[config.mk]
export PLATFORM = sky130hd
export DESIGN_NAME = websocket_client_frame_decoder
export DESIGN_NICKNAME = d
export VERILOG_FILES = /design/src/sv/wscd_pkg.sv /design/src/sv/wscd_core.sv /design/src/sv/wscd_out_reg.sv /design/src/sv/websocket_client_frame_decoder.sv
export SDC_FILE = /design/constraint.sdc
export NUM_CORES = 1
export LEC_CHECK = 0
export ABC_AREA = 0
export BUFFER_PORTS_ARGS = -buffer_cell sky130_fd_sc_hd__buf_4
export CAP_MARGIN = 30
export CELL_PAD_IN_SITES_DETAIL_PLACEMENT = 0
export CELL_PAD_IN_SITES_GLOBAL_PLACEMENT = 1
export CORE_MARGIN = 8
export CORE_UTILIZATION = 48
export DETAILED_ROUTE_END_ITERATION = 16
export GPL_ROUTABILITY_DRIVEN = 0
export PLACE_DENSITY_LB_ADDON = 0.1
export SYNTH_ARGS = -nofsm -noshare
export SYNTH_HDL_FRONTEND = slang
export SYNTH_SLANG_ARGS = --single-unit
[constraint.sdc]
create_clock -name clk -period 7.6 [get_ports clk]
set_clock_uncertainty 0.05 [all_clocks]
set_input_delay 0.76 -clock clk [delete_from_list [all_inputs] [get_ports clk]]
set_output_delay 0.76 -clock clk [all_outputs]
set_load 0.02 [all_outputs]
[src/sv/wscd_pkg.sv]
package wscd_pkg;

    typedef enum logic [2:0] {
        PH_HDR0   = 3'd0,
        PH_HDR1   = 3'd1,
        PH_EXT16  = 3'd2,
        PH_EXT64  = 3'd3,
        PH_MASK   = 3'd4,
        PH_DATA   = 3'd5,
        PH_CLOSED = 3'd6
    } phase_t;

    typedef enum logic [1:0] {
        KIND_PAYLOAD = 2'd0,
        KIND_EMPTY   = 2'd1,
        KIND_ERROR   = 2'd2
    } kind_t;

    typedef enum logic [2:0] {
        ERR_NONE          = 3'd0,
        ERR_UNMASKED      = 3'd1,
        ERR_FRAME_SIZE    = 3'd2,
        ERR_CTRL_FRAG     = 3'd3,
        ERR_CTRL_SIZE     = 3'd4,
        ERR_MSG_SIZE      = 3'd5,
        ERR_STRAY_CONT    = 3'd6
    } err_t;

    localparam logic [0:0] CFG_MAX_FRAME   = 1'd0;
    localparam logic [0:0] CFG_MAX_MESSAGE = 1'd1;

    localparam logic [31:0] MAX_FRAME_RESET   = 32'd1048576;
    localparam logic [31:0] MAX_MESSAGE_RESET = 32'd4194304;

    localparam logic [3:0] OP_CONT  = 4'h0;
    localparam logic [3:0] OP_CLOSE = 4'h8;

    localparam logic [6:0] LEN_EXT16    = 7'd126;
    localparam logic [6:0] LEN_EXT64    = 7'd127;
    localparam logic [31:0] CTRL_MAX_LEN = 32'd125;

    localparam logic [2:0] EXT16_LAST = 3'd1;
    localparam logic [2:0] EXT64_LAST = 3'd7;
    localparam logic [2:0] MASK_LAST  = 3'd3;

    typedef struct packed {
        kind_t      kind;
        logic [7:0] payload_byte;
        logic [3:0] frame_opcode;
        logic [3:0] message_opcode;
        logic       end_of_frame;
        logic       end_of_message;
        err_t       error_code;
    } result_t;

endpackage

[src/sv/wscd_core.sv]
module wscd_core
    import wscd_pkg::*;
(
    input  logic        clk,
    input  logic        rst_n,
    input  logic        go,
    input  logic [7:0]  rx_byte,
    input  logic [31:0] max_frame_bytes,
    input  logic [31:0] max_message_bytes,
    output logic        res_valid,
    output result_t     res
);

    phase_t      phase_reg, phase_next;
    logic [2:0]  idx_reg, idx_next;
    logic        fin_reg, fin_next;
    logic [3:0]  op_reg, op_next;
    logic [31:0] left_reg, left_next;
    logic        big_reg, big_next;
    logic [31:0] key_reg, key_next;
    logic [1:0]  mpos_reg, mpos_next;
    logic        started_reg, started_next;
    logic [3:0]  sop_reg, sop_next;
    logic [31:0] total_reg, total_next;

    logic        ctrl;
    logic [32:0] msg_sum;
    logic [31:0] left_dec;
    logic [7:0]  key_byte;
    logic        len_done;

    assign ctrl = op_reg[3];
    assign msg_sum = {1'b0, total_reg} + {1'b0, left_reg};
    assign left_dec = (left_reg != 32'd0) ? left_reg - 32'd1 : 32'd0;

    always_comb
    begin
        unique case (mpos_reg)
            2'd0:    key_byte = key_reg[31:24];
            2'd1:    key_byte = key_reg[23:16];
            2'd2:    key_byte = key_reg[15:8];
            default: key_byte = key_reg[7:0];
        endcase
    end

    always_comb
    begin
        phase_next   = phase_reg;
        idx_next     = idx_reg;
        fin_next     = fin_reg;
        op_next      = op_reg;
        left_next    = left_reg;
        big_next     = big_reg;
        key_next     = key_reg;
        mpos_next    = mpos_reg;
        started_next = started_reg;
        sop_next     = sop_reg;
        total_next   = total_reg;
        len_done     = 1'b0;
        res_valid    = 1'b0;
        res          = '0;
        res.frame_opcode = op_reg;

        unique case (phase_reg)
            PH_HDR0:
            begin
                fin_next   = rx_byte[7];
                op_next    = rx_byte[3:0];
                phase_next = PH_HDR1;
            end
            PH_HDR1:
            begin
                if (!rx_byte[7])
                begin
                    phase_next     = PH_CLOSED;
                    res_valid      = 1'b1;
                    res.kind       = KIND_ERROR;
                    res.error_code = ERR_UNMASKED;
                end
                else
                begin
                    left_next = {25'd0, rx_byte[6:0]};
                    big_next  = 1'b0;
                    idx_next  = 3'd0;
                    if (rx_byte[6:0] == LEN_EXT16)
                    begin
                        left_next  = 32'd0;
                        phase_next = PH_EXT16;
                    end
                    else if (rx_byte[6:0] == LEN_EXT64)
                    begin
                        left_next  = 32'd0;
                        phase_next = PH_EXT64;
                    end
                    else
                    begin
                        len_done = 1'b1;
                    end
                end
            end
            PH_EXT16, PH_EXT64:
            begin
                big_next  = big_reg | (left_reg[31:24] != 8'd0);
                left_next = {left_reg[23:0], rx_byte};
                if (idx_reg == ((phase_reg == PH_EXT16) ? EXT16_LAST : EXT64_LAST))
                begin
                    len_done = 1'b1;
                end
                else
                begin
                    idx_next = idx_reg + 3'd1;
                end
            end
            PH_MASK:
            begin
                key_next = {key_reg[23:0], rx_byte};
                if (idx_reg >= MASK_LAST)
                begin
                    if (ctrl && !fin_reg)
                    begin
                        phase_next     = PH_CLOSED;
                        res_valid      = 1'b1;
                        res.kind       = KIND_ERROR;
                        res.error_code = ERR_CTRL_FRAG;
                    end
                    else if (ctrl && left_reg > CTRL_MAX_LEN)
                    begin
                        phase_next     = PH_CLOSED;
                        res_valid      = 1'b1;
                        res.kind       = KIND_ERROR;
                        res.error_code = ERR_CTRL_SIZE;
                    end
                    else if (!ctrl && op_reg == OP_CONT && !started_reg)
                    begin
                        phase_next     = PH_CLOSED;
                        res_valid      = 1'b1;
                        res.kind       = KIND_ERROR;
                        res.error_code = ERR_STRAY_CONT;
                    end
                    else if (!ctrl && op_reg == OP_CONT &&
                             msg_sum > {1'b0, max_message_bytes})
                    begin
                        phase_next     = PH_CLOSED;
                        res_valid      = 1'b1;
                        res.kind       = KIND_ERROR;
                        res.error_code = ERR_MSG_SIZE;
                    end
                    else
                    begin
                        if (!ctrl)
                        begin
                            if (op_reg != OP_CONT)
                            begin
                                started_next = 1'b1;
                                sop_next     = op_reg;
                                total_next   = left_reg;
                            end
                            else
                            begin
                                total_next = msg_sum[31:0];
                            end
                        end
                        mpos_next = 2'd0;
                        if (left_reg == 32'd0)
                        begin
                            res_valid          = 1'b1;
                            res.kind           = KIND_EMPTY;
                            res.message_opcode = ctrl ? op_reg : sop_next;
                            res.end_of_frame   = 1'b1;
                            phase_next         = PH_HDR0;
                            if (ctrl)
                            begin
                                if (op_reg == OP_CLOSE)
                                begin
                                    phase_next = PH_CLOSED;
                                end
                            end
                            else if (fin_reg)
                            begin
                                res.end_of_message = 1'b1;
                                started_next       = 1'b0;
                                total_next         = 32'd0;
                            end
                        end
                        else
                        begin
                            phase_next = PH_DATA;
                        end
                    end
                end
                else
                begin
                    idx_next = idx_reg + 3'd1;
                end
            end
            PH_DATA:
            begin
                res_valid          = 1'b1;
                res.kind           = KIND_PAYLOAD;
                res.payload_byte   = rx_byte ^ key_byte;
                res.message_opcode = ctrl ? op_reg : sop_reg;
                mpos_next          = mpos_reg + 2'd1;
                left_next          = left_dec;
                if (left_dec == 32'd0)
                begin
                    res.end_of_frame = 1'b1;
                    phase_next       = PH_HDR0;
                    if (ctrl)
                    begin
                        if (op_reg == OP_CLOSE)
                        begin
                            phase_next = PH_CLOSED;
                        end
                    end
                    else if (fin_reg)
                    begin
                        res.end_of_message = 1'b1;
                        started_next       = 1'b0;
                        total_next         = 32'd0;
                    end
                end
            end
            default:
            begin
                phase_next = PH_CLOSED;
            end
        endcase

        // length complete: frame limit check, then mask key
        if (len_done)
        begin
            if (big_next || left_next > max_frame_bytes)
            begin
                phase_next     = PH_CLOSED;
                res_valid      = 1'b1;
                res.kind       = KIND_ERROR;
                res.error_code = ERR_FRAME_SIZE;
            end
            else
            begin
                phase_next = PH_MASK;
                idx_next   = 3'd0;
                key_next   = 32'd0;
            end
        end
    end

    always_ff @(posedge clk or negedge rst_n)
    begin
        if (!rst_n)
        begin
            phase_reg   <= PH_HDR0;
            idx_reg     <= 3'd0;
            fin_reg     <= 1'b0;
            op_reg      <= 4'd0;
            left_reg    <= 32'd0;
            big_reg     <= 1'b0;
            key_reg     <= 32'd0;
            mpos_reg    <= 2'd0;
            started_reg <= 1'b0;
            sop_reg     <= 4'd0;
            total_reg   <= 32'd0;
        end
        else if (go)
        begin
            phase_reg   <= phase_next;
            idx_reg     <= idx_next;
            fin_reg     <= fin_next;
            op_reg      <= op_next;
            left_reg    <= left_next;
            big_reg     <= big_next;
            key_reg     <= key_next;
            mpos_reg    <= mpos_next;
            started_reg <= started_next;
            sop_reg     <= sop_next;
            total_reg   <= total_next;
        end
    end

endmodule

[src/sv/wscd_out_reg.sv]
module wscd_out_reg
    import wscd_pkg::*;
(
    input  logic    clk,
    input  logic    rst_n,
    input  logic    go,
    input  logic    res_valid,
    input  result_t res,
    input  logic    out_stall,
    output logic    busy,
    output logic    out_valid,
    output result_t out_res
);

    logic    valid_reg;
    result_t data_reg;
    logic    load;

    assign busy      = valid_reg & out_stall;
    assign load      = !busy;
    assign out_valid = valid_reg;
    assign out_res   = data_reg;

    always_ff @(posedge clk or negedge rst_n)
    begin
        if (!rst_n)
        begin
            valid_reg <= 1'b0;
        end
        else if (load)
        begin
            valid_reg <= go & res_valid;
        end
    end

    always_ff @(posedge clk)
    begin
        if (load && go && res_valid)
        begin
            data_reg <= res;
        end
    end

endmodule

[src/sv/websocket_client_frame_decoder.sv]
// Client frame decoder: one received byte per request, at most one result per request.
// The result is registered: it is valid in the cycle after the byte that causes it is accepted.
// Throughput: one byte per cycle; bytes stall only while a result is held by out_stall.
// Reset (rst_n, async low): parser waits for a header, no message open, limits at
// 1 MiB per frame and 4 MiB per message. An error or a finished close frame drops
// every later byte until the next reset.
module websocket_client_frame_decoder
    import wscd_pkg::*;
(
    input  logic        clk,
    input  logic        rst_n,
    input  logic        in_valid,
    output logic        in_stall,
    input  logic [7:0]  rx_byte,
    input  logic        cfg_we,
    input  logic [0:0]  cfg_index,
    input  logic [31:0] cfg_data,
    output logic        out_valid,
    input  logic        out_stall,
    output logic [1:0]  out_kind,
    output logic [7:0]  payload_byte,
    output logic [3:0]  frame_opcode,
    output logic [3:0]  message_opcode,
    output logic        end_of_frame,
    output logic        end_of_message,
    output logic [2:0]  error_code
);

    logic [31:0] max_frame_reg;
    logic [31:0] max_message_reg;
    logic        go;
    logic        busy;
    logic        res_valid;
    result_t     res;
    result_t     out_res;

    always_ff @(posedge clk or negedge rst_n)
    begin
        if (!rst_n)
        begin
            max_frame_reg   <= MAX_FRAME_RESET;
            max_message_reg <= MAX_MESSAGE_RESET;
        end
        else if (cfg_we)
        begin
            unique case (cfg_index)
                CFG_MAX_FRAME:   max_frame_reg   <= cfg_data;
                CFG_MAX_MESSAGE: max_message_reg <= cfg_data;
                default:         max_frame_reg   <= max_frame_reg;
            endcase
        end
    end

    assign in_stall = busy;
    assign go       = in_valid & !busy;

    wscd_core u_core (
        .clk               (clk),
        .rst_n             (rst_n),
        .go                (go),
        .rx_byte           (rx_byte),
        .max_frame_bytes   (max_frame_reg),
        .max_message_bytes (max_message_reg),
        .res_valid         (res_valid),
        .res               (res)
    );

    wscd_out_reg u_out (
        .clk       (clk),
        .rst_n     (rst_n),
        .go        (go),
        .res_valid (res_valid),
        .res       (res),
        .out_stall (out_stall),
        .busy      (busy),
        .out_valid (out_valid),
        .out_res   (out_res)
    );

    assign out_kind       = out_res.kind;
    assign payload_byte   = out_res.payload_byte;
    assign frame_opcode   = out_res.frame_opcode;
    assign message_opcode = out_res.message_opcode;
    assign end_of_frame   = out_res.end_of_frame;
    assign end_of_message = out_res.end_of_message;
    assign error_code     = out_res.error_code;

endmodule

# ---- Yosys cells after proc, flatten, opt, wreduce, memory -nomap -nowiden
# Index checks and enable logic that the tools add are counted.
dict set report totals {
  register_bits 203
  inputBits 46
  output_inout_bits 25
}
dict set report op_classes {
  mux 114
  magnitude_cmp 4
  bitwise 10
  eq_ne 23
  reduce_logical 29
  add_sub_neg 4
}
# operator n
set op_table {}
lappend op_table {{two-way mux 32 bit} 19}
lappend op_table {{case mux 32 bit (3 select lines)} 1}
lappend op_table {{two-way mux 3 bit} 25}
lappend op_table {{zero test 32 bit} 2}
lappend op_table {{case mux 32 bit (2 select lines)} 1}
lappend op_table {{adder 32 x 32 -> 33 bit} 1}
lappend op_table {{> comparator 33 x 32 -> 1 bit} 1}
lappend op_table {{> comparator 32 bit} 1}
lappend op_table {{> comparator 32 x 7 -> 1 bit, second input constant} 1}
lappend op_table {{nonzero test 32 bit} 1}
lappend op_table {{subtractor 32 x 1 -> 32 bit, second input constant} 1}
lappend op_table {{two-way mux 1 bit} 31}
lappend op_table {{two-way mux 2 bit} 15}
lappend op_table {{two-way mux 6 bit} 5}
lappend op_table {{case mux 8 bit (3 select lines)} 1}
lappend op_table {{two-way mux 4 bit} 4}
lappend op_table {{case mux 3 bit (5 select lines)} 1}
lappend op_table {{== test 7 bit, second input constant} 2}
lappend op_table {{AND reduction 7 bit} 2}
lappend op_table {{case mux 6 bit (2 select lines)} 1}
lappend op_table {{inequality test 2 bit, second input constant} 5}
lappend op_table {{AND reduction 10 bit} 1}
lappend op_table {{two-way mux 9 bit} 1}
lappend op_table {{case mux 3 bit (3 select lines)} 1}
lappend op_table {{34 further kinds} 60}

# ---- Longest topological paths before layout
# Gate-level depths: netlist (run 1).
dict set report logic_depth {
  depth_word 13
  depth_mapped 24
}

# ---- Hierarchy
# Synthesis (run 1) repeated with hierarchy kept, for this count alone.
dict set report unflattened {
  cells_unflattened 1439
  area_unflattened_um2 13775.7
}
# mod seq_area_each_um2 cells_each area_per_inst_um2 n_inst
set modules_own_cells {}
lappend modules_own_cells {wscd_core 2877.8 1273 10595.2 1}
lappend modules_own_cells {websocket_client_frame_decoder 1604.0 138 2434.8 1}
lappend modules_own_cells {wscd_out_reg 715.7 28 745.7 1}

# ---- Least setup slack after synthesis (run 1)
# Ideal clock, no wire load.
dict set report synth_path {
  path_type {flip-flop to flip-flop}
  start {register u_core.left_reg[0]}
  end {register u_out.data_reg (netlist bit u_out.out_res[0]) (enable)}
  path_stages_with_launch 24
  t_arrival_ns 5.451
  path_buffers 2
  slack_ns 1.697
  t_required_ns 7.147
  setup_time_ns 0.403
  path_cell_list {dfrtp_1 -> buf_2 -> inv_1 -> ha_1 -> nor3b_1 -> nand2_1 -> or3_1 -> clkbuf_1 -> nor3_1 -> nor2_1 -> nand2_1 -> nor2_1 -> a221o_1 -> ha_1 -> nand3_1 -> nor3_1 -> nand3_1 -> a211oi_1 -> nor4_1 -> a221oi_1 -> nor2_1 -> o21ai_0 -> nor3_1 -> nor2_1}
}
dict set report synth_between {
  elab_cells_between_ends 23
  classes_between {2 x add/sub; 3 x order compare; 12 x mux; 6 x reduce/logical}
}
# element line_no
set synth_lines {}
lappend synth_lines {{start: declaration} wscd_core.sv:18} ;# logic [31:0] left_reg, left_next;
lappend synth_lines {{start signal: assignment} wscd_core.sv:270} ;# left_reg <= left_next;
lappend synth_lines {{subtractor 32 x 1 -> 32 bit or nonzero test 32 bit (tied branches)} wscd_core.sv:34} ;# assign left_dec = (left_reg != 32'd0) ? left_reg - 32'd1 : 32'd0;
lappend synth_lines {{two-way mux 32 bit *} wscd_core.sv:34}
lappend synth_lines {{case mux 32 bit (3 select lines) *} wscd_core.sv:64} ;# unique case (phase_reg)
lappend synth_lines {{via u_core.left_next[11]} wscd_core.sv:18}
lappend synth_lines {{> comparator 32 bit *} wscd_core.sv:232} ;# if (big_next || left_next > max_frame_bytes)
lappend synth_lines {{logical OR 1 bit *} wscd_core.sv:232}
lappend synth_lines {{two-way mux 1 bit *} wscd_core.sv:232}
lappend synth_lines {{two-way mux 1 bit *} wscd_core.sv:230} ;# if (len_done)
lappend synth_lines {{logical AND 1 bit *} wscd_out_reg.sv:38} ;# if (load && go && res_valid)
lappend synth_lines {{end signal: assignment} wscd_out_reg.sv:40} ;# data_reg <= res;
lappend synth_lines {{end: declaration} wscd_out_reg.sv:16} ;# result_t data_reg;
# Mark *: on every way through the listed nets, which the timed path passes. The rest lies on a longest branch.
# A chain may end at the register's enable or synchronous reset.

# ---- Worst setup path after layout (run 1)
dict set report layout_path {
  start {register u_core.left_reg[1]}
  end {register u_out.data_reg (netlist bit u_out.out_res[3]) (enable)}
}
# The elaborated chain is that of the path after synthesis.

==> results of run 1 <==
## power breakdown
group	leakage, nW	switching, mW	internal, mW
Sequential	2.54	0.144	1.21
Clock	0.376	0.463	0.665
Combinational	4.12	0.664	0.444
## cell families (layout without fill, tap and decap cells)
family / count (synthesis) / in the layout / synth area share
buffers and inverters: 185 / 239 / 0.05250
AOI/OAI and AO/OA: 417 / 417 / 0.2018
and+or+nand+nor: 516 / 516 / 0.1789
adders and majority gates: 105 / 105 / 0.09796
DFF: 203 / 203 / 0.3853
xor gates and xnor gates: 45 / 45 / 0.02922
muxes: 68 / 68 / 0.05427
## final cells by class
type	instances	share of cell area
Multi-Input combinational cell	1151	0.4998
Sequential cell	203	0.3411
Inverter	90	0.02217
Clock buffer	35	0.04548
Tap cell	378	0.03103
Timing Repair Buffer	104	0.05558
Clock inverter	10	0.004844
## through the flow
step | util | hold slack, ps | area (µm²)
6_report | 0.5501 | 49.56 | 15240
3_5_place_dp | 0.5207 | 430.5 | 14430
5_1_grt | 0.5501 | 42.90 | 15240
4_1_cts | 0.5483 | 360.2 | 15190
3_3_place_gp | 0.5191 | 428.9 | 14380
2_1_floorplan | - | 373.1 | 13490
## worst max path at each step
stage,from,to,cells past startpoint,slack [ps]
after floorplan,u_core.left_reg[0],u_out.out_res[0],23,1700
after global placement,u_core.left_reg[1],u_out.out_res[3],21,1040
after detailed placement,u_core.left_reg[1],u_out.out_res[3],22,950
after CTS,u_core.left_reg[1],u_out.out_res[3],22,910
after global routing,u_core.left_reg[1],u_out.out_res[2],22,360
final,u_core.left_reg[1],u_out.out_res[3],22,860
## cell usage in the layout (no fill, tap or decap), types with 8 or more instances in the layout
cell type  count
a211oi_1      13
a21o_1        28
a21oi_1       73
a221o_1       11
a222oi_1       9
a22o_1         9
a22oi_1       12
a31oi_1       11
buf_4         99
clkbuf_16     25
dfrtp_1      178
edfxtp_1      23
ha_1         104
inv_1         90
mux2_2        41
mux2i_1       27
nand2_1      269
nand2b_1       8
nand3_1       18
nand4_1       21
nor2_1        66
nor2b_1       10
nor3_1        37
nor4_1        12
o21ai_0      150
o2bb2ai_1     26
or2_2          8
or3_1         10
or4_1          9
xnor2_1       32
xor2_1        13
## per-layer routing
layer,GRT usage,vias to the layer above
li1,-,5611
met1,0.3331,5568
met2,0.3489,357
met3,0.03103,55
met4,0.05107,0
met5,0,-
==> impl_metrics.env, run 1 <==
export IMPL_root_buffer="clkbuf_16"
export IMPL_ys_types=82
export IMPL_ys_seq_area_frac=0.3853
export IMPL_min_period_ps=6738
export IMPL_rsz0062_at_grt="false"
export IMPL_critical_path_class="reg2reg"
export IMPL_arrival_ps=6910
export IMPL_r2r_start="u_core.left_reg[1]"
export IMPL_synthTopCellsByCount="269 x nand2_1, 178 x dfrtp_1, 150 x o21ai_0"
export IMPL_io_buffers=70
export IMPL_crit_buf_inv=2
export IMPL_coreArea_um2=27710
export IMPL_cts_htree_levels=1
export IMPL_critPathSlowestCell="or3_1"
export IMPL_cp_required_ps=7770
export IMPL_tightest_slew_ps=837.1
export IMPL_clkTransAtPathRegs_ps=60
export IMPL_synthFlopType="dfrtp_1"
export IMPL_start_util=0.4868
export IMPL_drc=0
export IMPL_overflow=0
export IMPL_area_growth_pct=12.99
export IMPL_clock_sinks=203
export IMPL_p_leak_nw=7.030
export IMPL_ir_drop_mv=0.1469
export IMPL_cap_viol_max_count=0
export IMPL_grt_use_total=0.2267
export IMPL_synth_seq_cells=203
export IMPL_r2r_slack_ps=860
export IMPL_synthArstFlopShare=0.8867
export IMPL_layout_setup_ws_ps=861.7
export IMPL_routed_top_layer="met4"
export IMPL_cts_resized=0
export IMPL_p_per_area_nw_per_um2=235.6
export IMPL_crit_path_end_kind="flip-flop"
export IMPL_finalSetupTns_ps=0
export IMPL_die_y_um=183.6
export IMPL_path_cells="inv_1 > ha_1 > nor3b_1 > nand2_1 > or3_1 > nor3_1 > nor2_1 > nand2_1 > nor2_1 > a221o_1 > ha_1 > nand3_1 > nor3_1 > nand3_1 > a211oi_1 > nor4_1 > a221oi_1 > nor2_1 > o21ai_0 > nor3_1 > nor2_2 > buf_8"
export IMPL_vias=11590
export IMPL_first_pass_iters=6
export IMPL_synth_area_um2=13490
export IMPL_grt_start_max_net_pins=111
export IMPL_fin_crit_sh=0.8866
export IMPL_slew_violations=0
export IMPL_status="finished clean"
export IMPL_startpoint_type="flip-flop"
export IMPL_total_power_mw=3.590
export IMPL_drive_gt1_frac=0.1350
export IMPL_critPathTopFamily="simple AND/OR/NAND/NOR gates"
export IMPL_synth_top_area_share=0.3302
export IMPL_slew_headroom=0.4348
export IMPL_max_freq_ghz=0.1484
export IMPL_holdBufCountCts=0
export IMPL_met1Wirelength_um=18180
export IMPL_syn_area_per_cell_um2=8.764
export IMPL_yosysMostFrequentCell="nand2_1"
export IMPL_clk_latency_ps=530
export IMPL_critical_path_max_stage_delay_ps=550
export IMPL_die_area_um2=33720
export IMPL_fp_dieW_um=183.6
export IMPL_hold_path_class="in2async"
export IMPL_row_count=61
export IMPL_detail_route_wl_per_cell_um=19.44
export IMPL_numCtsBuffers=25
export IMPL_regArea_um2=5197
export IMPL_nets=1726
export IMPL_multi_input_area_um2=7617
export IMPL_antenna_found_initial=0
export IMPL_grt_pass1_vias=11050
export IMPL_wirelength_um=38320
export IMPL_ant_nets=0
export IMPL_hold_violations=0
export IMPL_n_antenna_cell=0
export IMPL_grt_pass1_wl_um=61620
export IMPL_ioPinCount=71
export IMPL_drt_iter0_drc=855
export IMPL_netlist_instances=1539
export IMPL_wl_met3_um=2541
export IMPL_place_ws_ps=945.6
export IMPL_synthTopCellsByArea="dfrtp_1 33%, ha_1 9.6%, nand2_1 7.5%, o21ai_0 5.6%, edfxtp_1 5.1%"
export IMPL_clock_path_buffers=3
export IMPL_placed_cells=1924
export IMPL_path_max_fanout=14
export IMPL_synth_area_leader_cell="dfrtp_1"
export IMPL_viasPerCell=5.881
export IMPL_setup_viol=0
export IMPL_syn_num_nets=1690
export IMPL_synth_edf_count=23
export IMPL_post_cts_setup_buffers=0
export IMPL_place_hpwl_um=28150
export IMPL_met2_wirelength_um=16740
export IMPL_nFillCells=2620
export IMPL_tritoncts="done"
export IMPL_r2r_end="u_out.out_res[3]"
export IMPL_r2r_cells=22
export IMPL_yosysWarnings=0
export IMPL_final_instance_count_excl_fill=1971
No activity file was read; power rests on OpenSTA's default activity.
==> run 2, diff against run 1 <==
--- a/config.mk
+++ b/config.mk
@@ -5,16 +5,16 @@
 export SDC_FILE = /design/constraint.sdc
 export NUM_CORES = 1
 export LEC_CHECK = 0
-export ABC_AREA = 0
+export ABC_AREA = 1
 export BUFFER_PORTS_ARGS = -buffer_cell sky130_fd_sc_hd__buf_4
 export CAP_MARGIN = 30
 export CELL_PAD_IN_SITES_DETAIL_PLACEMENT = 0
 export CELL_PAD_IN_SITES_GLOBAL_PLACEMENT = 1
 export CORE_MARGIN = 8
-export CORE_UTILIZATION = 48
+export CORE_UTILIZATION = 46
 export DETAILED_ROUTE_END_ITERATION = 16
 export GPL_ROUTABILITY_DRIVEN = 0
-export PLACE_DENSITY_LB_ADDON = 0.1
+export PLACE_DENSITY = 0.78
 export SYNTH_ARGS = -nofsm -noshare
 export SYNTH_HDL_FRONTEND = slang
 export SYNTH_SLANG_ARGS = --single-unit
==> run 2 against run 1 <==
Against the previous run: synthesized cell count rose by 36%; die area grew 13%; clock power rose by 9.7%; combinational power rose to 3.5 times the previous value; sequential cell count stayed put; hold slack improved by 63 ps; sequential share of layout area fell by 2.5 points; fmax rose by 21%; cell count rose by 29%; sequential power is 34% higher; worst setup slack improved by 1200 ps; design area rose by 7.9%; largest cell class unchanged; largest power group is now combinational cells.
==> impl_metrics.env, run 2 <==
export IMPL_rsz0062_at_grt="false"
export IMPL_io_buffers=70
export IMPL_fin_crit_sh=0.7351
export IMPL_setup_viol=0
export IMPL_critical_path_class="reg2reg"
export IMPL_start_util=0.4674
export IMPL_clkTransAtPathRegs_ps=70
export IMPL_hold_violations=0
export IMPL_yosysMostFrequentCell="nand2_1"
export IMPL_drive_gt1_frac=0.06972
export IMPL_grt_start_max_net_pins=74
export IMPL_drt_iter0_drc=1490
export IMPL_syn_num_nets=2239
export IMPL_root_buffer="clkbuf_16"
export IMPL_synth_mux_area_fraction=0
export IMPL_r2r_cells=22
export IMPL_numCtsBuffers=24
export IMPL_slew_violations=0
export IMPL_grt_use_total=0.2689
export IMPL_cp_required_ps=7710
export IMPL_n_antenna_cell=0
export IMPL_cts_resized=0
export IMPL_p_leak_nw=8.353
export IMPL_yosys_area_share_simple=0.2505
export IMPL_min_period_ps=5587
export IMPL_path_max_fanout=38
export IMPL_overflow=0
export IMPL_max_freq_ghz=0.1790
export IMPL_synthFlopType="dfrtp_1"
export IMPL_die_area_um2=38130
export IMPL_ys_seq_area_frac=0.3515
export IMPL_r2r_slack_ps=2010
export IMPL_layout_setup_ws_ps=2013
export IMPL_grt_pass1_vias=14000
export IMPL_ir_drop_mv=0.1848
export IMPL_synthArstFlopShare=0.8867
export IMPL_hold_path_class="in2async"
export IMPL_post_cts_setup_buffers=0
export IMPL_syn_area_per_cell_um2=7.081
export IMPL_place_ws_ps=2166
export IMPL_layout_commonest_cell="nand2_1"
export IMPL_p_per_area_nw_per_um2=424.5
export IMPL_ioPinCount=71
export IMPL_die_y_um=195.3
export IMPL_cts_htree_levels=1
export IMPL_clk_latency_ps=550
export IMPL_fp_dieW_um=195.3
export IMPL_synth_edf_count=23
export IMPL_wirelength_um=52310
export IMPL_nets=2270
export IMPL_detail_route_wl_per_cell_um=20.60
export IMPL_clock_path_buffers=3
export IMPL_first_pass_iters=8
export IMPL_slew_headroom=0.3317
export IMPL_ys_types=51
export IMPL_arrival_ps=5700
export IMPL_synth_top_area_share=0.3013
export IMPL_synthTopCellsByArea="dfrtp_1 30%, nand2_1 13%, ha_1 8.8%, inv_1 7.2%, o21ai_0 6.9%"
export IMPL_crit_path_end_kind="flip-flop"
export IMPL_viasPerCell=5.831
export IMPL_synth_xor_xnor_area_share=0.01836
export IMPL_grt_pass1_wl_um=81620
export IMPL_clock_sinks=203
export IMPL_status="finished clean"
export IMPL_coreArea_um2=31640
export IMPL_ant_nets=0
export IMPL_synth_seq_cells=203
export IMPL_synthAdderAreaFrac=0.08936
export IMPL_tightest_slew_ps=998.9
export IMPL_place_hpwl_um=39140
export IMPL_synth_area_leader_cell="dfrtp_1"
export IMPL_vias=14810
export IMPL_cap_viol_max_count=0
export IMPL_holdBufCountCts=0
export IMPL_synth_area_um2=14790
export IMPL_synthTopCellsByCount="524 x nand2_1, 285 x inv_1, 203 x o21ai_0"
export IMPL_row_count=65
export IMPL_netlist_instances=2088
export IMPL_synth_compound_area_frac=0.1929
export IMPL_layout_common_cells="522 x nand2_1, 284 x inv_1, 203 x o21ai_0, 178 x dfrtp_1, 177 x nor2_1"
export IMPL_finalSetupTns_ps=0
export IMPL_tritoncts="done"
export IMPL_yosysWarnings=0
export IMPL_drc=0
export IMPL_area_growth_pct=11.20
export IMPL_startpoint_type="flip-flop"
export IMPL_antenna_found_initial=1
export IMPL_synth_top_family_by_area="simple AND/OR/NAND/NOR gates"
## run 2: layer usage
metal	wire [µm]	up-vias	GRT usage	part of all wire
li1	-	7064	-	-
met1	24660	7034	0.3928	0.47
met2	21760	605	0.3989	0.42
met3	3913	101	0.04178	0.075
met4	1969	2	0.09012	0.038
met5	12	-	0	0.00023
## run 2: path summary, 6_finish.rpt
check	startpoint	to
worst max-delay path	u_core.left_reg[0]	u_out.out_res[8]
worst min-delay path	rst_n	u_core.total_reg[13]
worst max register to register	u_core.left_reg[0]	u_out.out_res[8]
worst min register to register	max_message_reg[5]	max_message_reg[5]
max in group asynchronous	rst_n	max_message_reg[2]
min in group clk	cfg_data[22]	max_message_reg[22]
## run 2: final cells by class
cell class                      instances  area, µm²
Fill cell                            3257      15200
Multi-Input combinational cell       1516       8158
Sequential cell                       203       5197
Inverter                              290       1089
Timing Repair Buffer                   84      649.4
Clock buffer                           28      646.9
Tap cell                              402      503.0
Clock inverter                         16      197.7
## run 2: report_power, final
part           switching, mW  internal (mW)  leakage (nW)
sequential             0.372           1.43          2.50
clock                  0.519          0.721         0.412
combinational           2.68           1.25          5.44
## run 2: worst max-delay path, cell delays in order (launching register included)
cell,delay (ps)
dfrtp_1,550
inv_2,110
ha_1,300
nand2_1,160
nor2_1,60
nand2_1,60
nor2_1,50
inv_2,500
nand3_1,400
o221ai_1,420
ha_1,210
nand2_1,60
inv_1,50
nand3_1,70
nor3_1,300
o21ai_0,150
nand2_1,120
nand2_1,70
a21oi_1,350
o21ai_0,230
nand3_1,130
nand2_1,70
inv_1,710
## run 2: metrics by stage
step                      cells  area [µm²]  power [mW]  hold WS, ps    util
after floorplan            2088       14790       4.433        373.1       -
after global placement     2494       15580       5.591        417.6  0.4923
after detailed placement   2495       15600       5.634        423.6  0.4930
after CTS                  2539       16440       6.903        117.1  0.5197
after global routing       2539       16440       7.529        136.5  0.5197
final                      2539       16440       6.978        112.1  0.5197
## run 2: logic make-up (layout without fill, tap and decap cells)
group | Yosys count | after routing
AOI/OAI and AO/OA | 485 | 485
xor gates and xnor gates | 31 | 31
adders and majority gates | 105 | 105
buffers and inverters | 369 | 418
DFF | 203 | 203
and+or+nand+nor | 895 | 895
==> run 3, diff against run 2 <==
--- a/config.mk
+++ b/config.mk
@@ -11,10 +11,10 @@
 export CELL_PAD_IN_SITES_DETAIL_PLACEMENT = 0
 export CELL_PAD_IN_SITES_GLOBAL_PLACEMENT = 1
 export CORE_MARGIN = 8
-export CORE_UTILIZATION = 46
+export CORE_UTILIZATION = 42
 export DETAILED_ROUTE_END_ITERATION = 16
 export GPL_ROUTABILITY_DRIVEN = 0
-export PLACE_DENSITY = 0.78
+export PLACE_DENSITY = 0.75
 export SYNTH_ARGS = -nofsm -noshare
 export SYNTH_HDL_FRONTEND = slang
 export SYNTH_SLANG_ARGS = --single-unit
==> constraint.sdc (replaced) <==
create_clock -name clk -period 4.9 [get_ports clk]
set_clock_uncertainty 0.05 [all_clocks]
set_input_delay 0.49 -clock clk [delete_from_list [all_inputs] [get_ports clk]]
set_output_delay 0.49 -clock clk [all_outputs]
set_load 0.02 [all_outputs]
==> run 3 against run 2 <==
Against the previous run: the run now ends with negative hold slack left; wire length is 1.5% higher; utilization is 3.1 points lower; die area is 8.7% higher; highest routed layer is now met4; count of clock-buffer cells in the layout is 10 higher; fmax is 22% higher.
==> impl_metrics.env, run 3 (same netlist as run 2, synthesis figures left out) <==
export IMPL_n_antenna_cell=0
export IMPL_layout_setup_ws_ps=313.8
export IMPL_placed_cells=2584
export IMPL_critical_path_max_stage_delay_ps=420
export IMPL_min_period_ps=4586
export IMPL_timing_hold_ws_ps=-30.29
export IMPL_layout_commonest_cell="nand2_1"
export IMPL_slew_violations=0
export IMPL_seq_power_share=0.248
export IMPL_row_count=68
export IMPL_tightest_slew_ps=926.2
export IMPL_grt_start_max_net_pins=102
export IMPL_grt_use_total=0.2516
export IMPL_crit_path_end_kind="flip-flop"
export IMPL_p_comb_frac=0.582
export IMPL_ir_drop_mv=0.3070
export IMPL_fin_crit_sh=0.9360
export IMPL_tritoncts="done"
export IMPL_vias=14850
export IMPL_setup_viol=0
export IMPL_clock_sinks=203
export IMPL_ioPinCount=71
export IMPL_nets=2313
export IMPL_clkTransAtPathRegs_ps=60
export IMPL_p_per_area_nw_per_um2=649.3
export IMPL_p_leak_nw=8.582
export IMPL_ant_nets=0
export IMPL_hold_path_class="in2async"
export IMPL_viasPerCell=5.634
export IMPL_overflow=0
export IMPL_pwr_share_clk=0.170
export IMPL_place_ws_ps=114.6
export IMPL_final_instance_count_excl_fill=2636
export IMPL_clk_latency_ps=560
export IMPL_root_buffer="clkbuf_16"
export IMPL_path_max_fanout=23
export IMPL_p_int_mw=5.415
export IMPL_area_growth_pct=14.56
export IMPL_arrival_ps=4840
export IMPL_slew_headroom=0.3778
export IMPL_antenna_found_initial=0
export IMPL_hold_violations=22
export IMPL_fp_dieW_um=203.6
export IMPL_die_area_um2=41460
export IMPL_drt_iter0_drc=1406
export IMPL_cts_htree_levels=1
export IMPL_die_y_um=203.6
export IMPL_io_buffers=70
export IMPL_total_power_mw=11.00
export IMPL_swShare=0.5076
export IMPL_crit_start="u_core.left_reg[1]"
export IMPL_drc=0
export IMPL_critical_path_class="reg2reg"
export IMPL_layout_common_cells="518 x nand2_1, 284 x inv_1, 202 x o21ai_0, 176 x nor2_1, 173 x dfrtp_1"
export IMPL_cpMostUsedCell="nand2_1"
export IMPL_status="finished, violations left"
export IMPL_cp_required_ps=5150
export IMPL_switching_power_mw=5.583
export IMPL_violations="negative hold slack"
export IMPL_grt_pass1_vias=14090
export IMPL_detail_route_wl_per_cell_um=20.14
export IMPL_drive_gt1_frac=0.09629
export IMPL_max_freq_ghz=0.2180
export IMPL_startpoint_type="flip-flop"
export IMPL_clock_path_buffers=3
export IMPL_wirelength_um=53090
export IMPL_start_util=0.4270
export IMPL_r2r_start="u_core.left_reg[1]"
export IMPL_fin_util=0.4891
export IMPL_place_hpwl_um=39640
export IMPL_grt_pass1_wl_um=81940
export IMPL_cap_viol_max_count=0
export IMPL_critPathSlowestCell="ha_1"
export IMPL_numCtsBuffers=26
export IMPL_first_pass_iters=6
export IMPL_path_cells="inv_1 > ha_2 > nand2_1 > nor2_1 > nand2_1 > nor2_1 > inv_2 > buf_4 > nand3_1 > inv_1 > nand2_1 > o221ai_1 > ha_1 > nand3_1 > nor4_2 > and3_1 > a21oi_1 > buf_4 > o21ai_1 > nand3_1 > nand2_1 > inv_1 > buf_12"
export IMPL_coreArea_um2=34630
==> run 3: cell count changes in the layout (fill, tap and decap cells not counted), moves of 3 or more <==
cell | previous run | this run
a21oi_1 | 116 | 113
a21oi_2 | 0 | 3
buf_12 | 1 | 5
buf_4 | 82 | 118
bufinv_16 | 3 | 0
clkbuf_1 | 2 | 5
clkbuf_8 | 2 | 8
clkinv_4 | 3 | 0
dfrtp_1 | 178 | 173
dfrtp_2 | 0 | 5
nand2_1 | 522 | 518
nand2_2 | 3 | 7
==> run 3: worst paths after layout <==
check | end | cells past startpoint | slack, ps
hold / removal | u_core.total_reg[29] | 1 | -30
setup / recovery | u_out.out_res[11] | 23 | 310
min in group clk | max_message_reg[22] | 3 | 130
hold reg to reg | max_frame_reg[2] | 2 | 430
setup reg to reg | u_out.out_res[11] | 23 | 310
max in group asynchronous | u_core.left_reg[0] | 2 | 3580
==> run 3: worst max-delay path: cells and delay by family, from the launching register on <==
family	cells	cell delay [ps]
adder cells (fa/ha/maj)	2	740
buffers and inverters	7	1170
flip-flops	1	400
AO/OA/AOI/OAI	3	550
AND/OR/NAND/NOR	11	1400
==> run 3: final cells by class <==
| class | count | area [µm²] |
|---|---|---|
| fill | 3511 | 17690 |
| clock inverter | 9 | 72.57 |
| tap | 455 | 569.3 |
| multi-input combinational | 1516 | 8223 |
| inverter | 290 | 1089 |
| sequential | 203 | 5204 |
| clock buffer | 38 | 765.7 |
| timing repair buffer | 125 | 1015 |
==> run 3: layer usage <==
| layer | track usage | part of all wire |
|---|---|---|
| met5 | 0 | 0 |
| met4 | 0.07278 | 0.027 |
| met3 | 0.05459 | 0.090 |
| met2 | 0.3712 | 0.42 |
| met1 | 0.3635 | 0.46 |
==> run 3: timing repair <==
item	4_1_cts	5_1_grt
setup buffers	0	3
hold buffers	0	0
resized for setup	0	22
setup endpoints to repair	0	84
==> run 3: power groups by stage <==
stage          clock network [mW]  registers [mW]  logic (mW)
4_1_cts                      1.91            2.71        6.23
3_5_place_dp                    0            2.73        6.19
2_1_floorplan                   0            2.61        4.27
6_report                     1.87            2.73        6.40
5_1_grt                      1.97            2.79        7.13
3_3_place_gp                    0            2.72        6.14
==> run 3: through the flow <==
stage | TNS, ps | cell area [µm²]
after floorplan | 0 | 14790
after global placement | 0 | 15950
after detailed placement | 0 | 15970
after CTS | 0 | 16800
after global routing | -948.0 | 16940
final | 0 | 16940
